### src/rtl/assert_macros.svh
// Assertion macros shared by the RTL.
// The first form checks with reset gating; the second checks during reset too.
`ifndef ASSERT_MACROS_SVH
`define ASSERT_MACROS_SVH
`ifndef SYNTH
`define SSC_ASSERT(lbl, prop) \
    lbl: assert property (@(posedge clk) disable iff (!rst_n) prop) \
        else $error("assertion failed");
`define SSC_ASSERT_NR(lbl, prop) \
    lbl: assert property (@(posedge clk) prop) else $error("assertion failed");
`else
`define SSC_ASSERT(lbl, prop)
`define SSC_ASSERT_NR(lbl, prop)
`endif
`endif

### src/rtl/sscyl_qdiv.sv
// ----------------------------------------------------------------------------
// sscyl_qdiv
// Pipelined floor(num * 2^FB / den), saturated to -1 .. 2^FB + 1.
// ----------------------------------------------------------------------------
module sscyl_qdiv #(
    parameter int NW = 52,
    parameter int DW = 50,
    parameter int FB = 16
) (
    input  logic                 clk,
    input  logic                 en,
    input  logic signed [NW-1:0] num,
    input  logic [DW-1:0]        den,
    output logic signed [FB+2:0] quo
);
    localparam int MW = ((NW - 1 > DW) ? NW - 1 : DW) + 1;
    localparam logic [FB:0] QMAX = (FB+1)'((64'd1 << FB) + 64'd1);

    logic          neg_reg [FB+1];
    logic          sat_reg [FB+1];
    logic [FB:0]   q_reg   [FB+1];
    logic [DW-1:0] r_reg   [FB];
    logic [DW-1:0] d_reg   [FB];
    logic signed [FB+2:0] quo_reg;

    logic [MW-1:0] un;
    logic [MW-1:0] dd;
    logic          q0;
    logic [MW-1:0] r0;

    assign un = MW'(num[NW-2:0]);
    assign dd = MW'(den);
    assign q0 = un >= dd;
    assign r0 = q0 ? (un - dd) : un;

    always_ff @(posedge clk)
    begin
        if (en)
        begin
            neg_reg[0] <= num[NW-1];
            sat_reg[0] <= (un >> 1) >= dd;
            q_reg[0]   <= (FB+1)'(q0);
            r_reg[0]   <= r0[DW-1:0];
            d_reg[0]   <= den;
        end
    end

    for (genvar k = 1; k <= FB; k++)
    begin : g_step
        logic [DW:0] r2;
        logic [DW:0] diff;
        logic        ge;

        assign r2   = {r_reg[k-1], 1'b0};
        assign diff = r2 - {1'b0, d_reg[k-1]};
        assign ge   = r2 >= {1'b0, d_reg[k-1]};

        always_ff @(posedge clk)
        begin
            if (en)
            begin
                neg_reg[k] <= neg_reg[k-1];
                sat_reg[k] <= sat_reg[k-1];
                q_reg[k]   <= {q_reg[k-1][FB-1:0], ge};
            end
        end

        if (k < FB)
        begin : g_rem
            always_ff @(posedge clk)
            begin
                if (en)
                begin
                    r_reg[k] <= ge ? diff[DW-1:0] : r2[DW-1:0];
                    d_reg[k] <= d_reg[k-1];
                end
            end
        end
    end

    always_ff @(posedge clk)
    begin
        if (en)
        begin
            if (neg_reg[FB])
            begin
                quo_reg <= '1;
            end
            else if (sat_reg[FB] || (q_reg[FB] > QMAX))
            begin
                quo_reg <= $signed({2'b00, QMAX});
            end
            else
            begin
                quo_reg <= $signed({2'b00, q_reg[FB]});
            end
        end
    end

    assign quo = quo_reg;

endmodule

### config.mk
export PLATFORM = sky130hd
export DESIGN_NAME = sscyl_qdiv
export DESIGN_NICKNAME = d
export VERILOG_FILES = /design/src/rtl/assert_macros.svh /design/src/rtl/sscyl_qdiv.sv
export SDC_FILE = /design/constraint.sdc
export NUM_CORES = 2
export LEC_CHECK = 0
export BUFFER_PORTS_ARGS = -buffer_cell sky130_fd_sc_hd__buf_2
export CORE_ASPECT_RATIO = 0.7
export CORE_MARGIN = 2
export CORE_UTILIZATION = 56
export DETAILED_ROUTE_END_ITERATION = 8
export PLACE_DENSITY = 0.76
export REMOVE_ABC_BUFFERS = 1
export SKIP_LAST_GASP = 1
export SLEW_MARGIN = 20
export SYNTH_ARGS = -nofsm -noshare
export SYNTH_HDL_FRONTEND = slang
export SYNTH_SLANG_ARGS = --single-unit
### constraint.sdc
create_clock -name clk -period 5.65 [get_ports clk]
set_input_delay 0 -clock clk [delete_from_list [all_inputs] [get_ports clk]]
set_output_delay 0 -clock clk [all_outputs]
set_load 0.01 [all_outputs]
==> metrics.md <==
| Metric | Value |
|---|---|
| CTS H-tree lvls | 4 |
| Post-synth ARST share | 0% |
| Layout cells sized above 1 | 6.15% |
| Drt total wl | 301 mm |
| Post-synthesis xor/xnor area fraction | 5.79% |
| Post-synthesis cell area | 110,000 um^2 |
| Mux contribution to synthesized area | 1.27% |
| Top cells by count, synth | edfxtp_1, a21oi_1, inv_1 |
| P_int | 41,400 uW |
| Final setup viols | 0 |
| Worst Setup Start Kind | flop |
| First-pass GRT wire length | 463 mm |
| Ys Warns | 0 |
| DR iter-0 viols | 9,814 |
| Num CTS Buffers | 186 |
| Post-layout net count | 11,900 |
| Clk sinks | 1,805 |
| Dpl hpwl | 231 mm |
| Sequential power share | 32.8% |
| Clock Latency Late Sink | 0.86 ns |
| Status | finished, final reports clean |
| Least-Margin Pin Slew | 1.21 ns |
| I/O pin cnt | 123 |
| Max stage delay on crit path | 0.70 ns |
| Period utilization | 89.2% |
| Initial antenna violation count | 12 |
| Most frequent cell after synthesis | edfxtp_1 |
| Peak supply drop | 0.000298 V |
| # DRC | 0 |
| Total Routing Usage GR | 29.5% |
| Sequence of cells on the critical path | ha_1, o21ai_0, a21oi_1, o31ai_1, o211ai_1, a21oi_1, o22ai_1, a41o_1, a31oi_1, or2_1, o21ai_4, buf_12, mux2_2 |
| Clock Pin Slew Worst Setup and Hold Paths | 0.07 ns |
| Synth top area cells | edfxtp_1, ha_1, a21oi_1 |
| Main combinational cell family by area after synthesis | compound AO/OA/AOI/OAI gates |
| Synth Area in Adders | 10.5% |
| RSZ-0062 raised after global routing | no |
| Hold crit path type | in -> reg |
| 1st-pass router iterations | 8 |
| CTS tree | yes |
| Final Skew | 0.0632 ns |
| Synth Area in Compound Gates | 18.0% |
| Combinational cell fraction of total power | 49.5% |
| Starting density of the core | 56.3% |
| Switching share of power | 41.2% |
| Area of the multi-input gates | 51,000 um^2 |
| Synth Flop Type | edfxtp_1 |
| EDFF count, synth | 1,805 |
| WL/cell | 22.0 um |
| CP Max Fanout | 89 |
| Synth top area share | 49.1% |
| Area added between synthesis and finish | 10.2% |
| CP Data Required Time | 6.25 ns |
| CTS root buf | clkbuf_16 |
| Via density | 6.13 |
| Max-Cap Viols | 0 |
| Routed Antenna Nets | 0 |
| Slowest CP cell | o22ai_1 |
| Unique masters post-synth | 97 |
| Arrival time worst endpoint | 5.64 ns |
| Synth area leader | edfxtp_1 |
| RD Place Congestion | 1.03 |
| NetSw | 29,000 uW |
| Storage cell area | 54,200 um^2 |
| FMAX | 198 MHz |
| Syn Area/Cell | 10.3 um^2 |
| Number of synthesized register bits | 1,805 |
| FP Rows | 136 |
| Final Max Slew Viols | 0 |
| Port-buffer cells | 122 |
| Seq/Total Area, Yosys | 49.1% |
| Cells after synthesis | 10,700 |
| Routed via count | 83,800 |
| Final hold vios | 0 |
| Largest net degree at the start of global routing | 159 |
| Static Leak | 0.0506 uW |
| Total gr overflow | 0 |
| Clock buffer depth | 4 |
| Clock power frac | 17.7% |
| Most common cell on crit path | a21oi_1 |
| Chip Width | 535 um |
| Total core area | 196,000 um^2 |
| Max-Slew Margin vs Limit | 18.1% |
| FILL cells | 15,800 |
| Die area | 201,000 um^2 |
| Crit end category | flop |
| Total power | 70,300 uW |
| Vias in the first global route | 79,300 |
| Crit Path Category | reg -> reg |
| Die Ht | 375 um |
| Worst hold slack | 0.0841 ns |
| Final min period | 5.04 ns |
| Pwr/cell area | 578 nW/um^2 |
| Post-Synth Simple-Gate Area | 10.6% |
metrics by stage:
step | setup slack, ns | util (%) | TNS, ns | std cells | instance area, um^2
after floorplan | -2.50 | - | -163.30 | 10300 | 109000
after global placement | 0.818 | 58.1 | 0 | 13200 | 114000
after detailed placement | 0.760 | 58.1 | 0 | 13200 | 114000
after CTS | 0.729 | 62.1 | 0 | 13700 | 122000
after global routing | 0.445 | 62.1 | 0 | 13700 | 122000
final | 0.608 | 62.1 | 0 | 13700 | 122000
power groups by stage:
stage / combinational [uW] / clock (uW) / sequential, uW
after global routing: 38300 / 13200 / 23300
after global placement: 33000 / 0 / 23200
after floorplan: 25200 / 0 / 21700
after CTS: 34000 / 12600 / 23000
after detailed placement: 33600 / 0 / 23200
final: 34800 / 12400 / 23100
critical path: cells and delay by family (launching register included):
kind                       cells  cell delay [ns]
AOI/OAI and AO/OA              9             2.70
DFF                            1             0.48
adders and majority gates      1             0.43
muxes                          1             0.39
and+or+nand+nor                1             0.32
buffers and inverters          1             0.32
placed cells by master (no fill, tap or decap), types with 64 or more instances in the layout:
cell type / synthesis / routed
a211oi_1: 64 / 64
a21o_1: 547 / 547
a21oi_1: 1072 / 1070
a31oi_1: 80 / 79
and3_1: 73 / 73
buf_2: 57 / 121
clkbuf_16: 0 / 188
dlygate4sd3_1: 0 / 172
edfxtp_1: 1805 / 1805
ha_1: 899 / 899
inv_1: 1026 / 1026
mux2_2: 118 / 118
nand2_1: 872 / 872
nand2b_1: 99 / 99
nand3_1: 171 / 171
nand4_1: 199 / 199
nor2_1: 679 / 679
nor2b_1: 105 / 105
nor3_1: 91 / 90
o21a_1: 90 / 89
o21ai_0: 794 / 794
o21bai_1: 125 / 125
xnor2_1: 396 / 396
xor2_1: 334 / 334
cells by family after synthesis:
group                    count (synthesis)
adder cells (fa/ha/maj)                915
XOR/XNOR                               730
flip-flops                            1805
buffers and inverters                 1382
AO/OA/AOI/OAI                         3222
multiplexers                           124
AND/OR/NAND/NOR                       2513
worst paths after layout:
path | from | endpoint | slack [ns] | depth (start not counted)
max reg2reg | r_reg[1][252]$_DFFE_PP_ | r_reg[1][308]$_DFFE_PP_ | 0.61 | 13
min | num[0] | r_reg[0][0]$_DFFE_PP_ | 0.08 | 4
min reg2reg | sat_reg[5]$_DFFE_PP_ | sat_reg[6]$_DFFE_PP_ | 0.40 | 0
max | r_reg[1][252]$_DFFE_PP_ | r_reg[1][308]$_DFFE_PP_ | 0.61 | 13
final cells by class:
cell class / count / area share, %
Multi-Input combinational cell: 7504 / 41.9
Sequential cell: 1805 / 44.5
Antenna cell: 7 / 0.0144
Tap cell: 2622 / 2.70
Inverter: 1026 / 3.17
Timing Repair Buffer: 378 / 2.71
Clock buffer: 221 / 3.97
Clock inverter: 103 / 0.962
repair_timing:
item	in CTS	in global routing
setup buffers	0	0
endpoints found under the setup margin	0	0
gates resized for setup	0	0
hold buffers	172	0
endpoints found under the hold margin	208	0
layer usage:
layer	routed length, um	up-vias	share of wire [%]	global-route usage (%)
met5	53	-	0.018	0
met4	9530	8	3.2	8.52
met3	28600	531	9.5	6.02
met2	125000	3746	42	42.7
met1	137000	40000	46	44.5
li1	-	39400	-	-
Note: power is estimated with default switching activity, not from simulation.
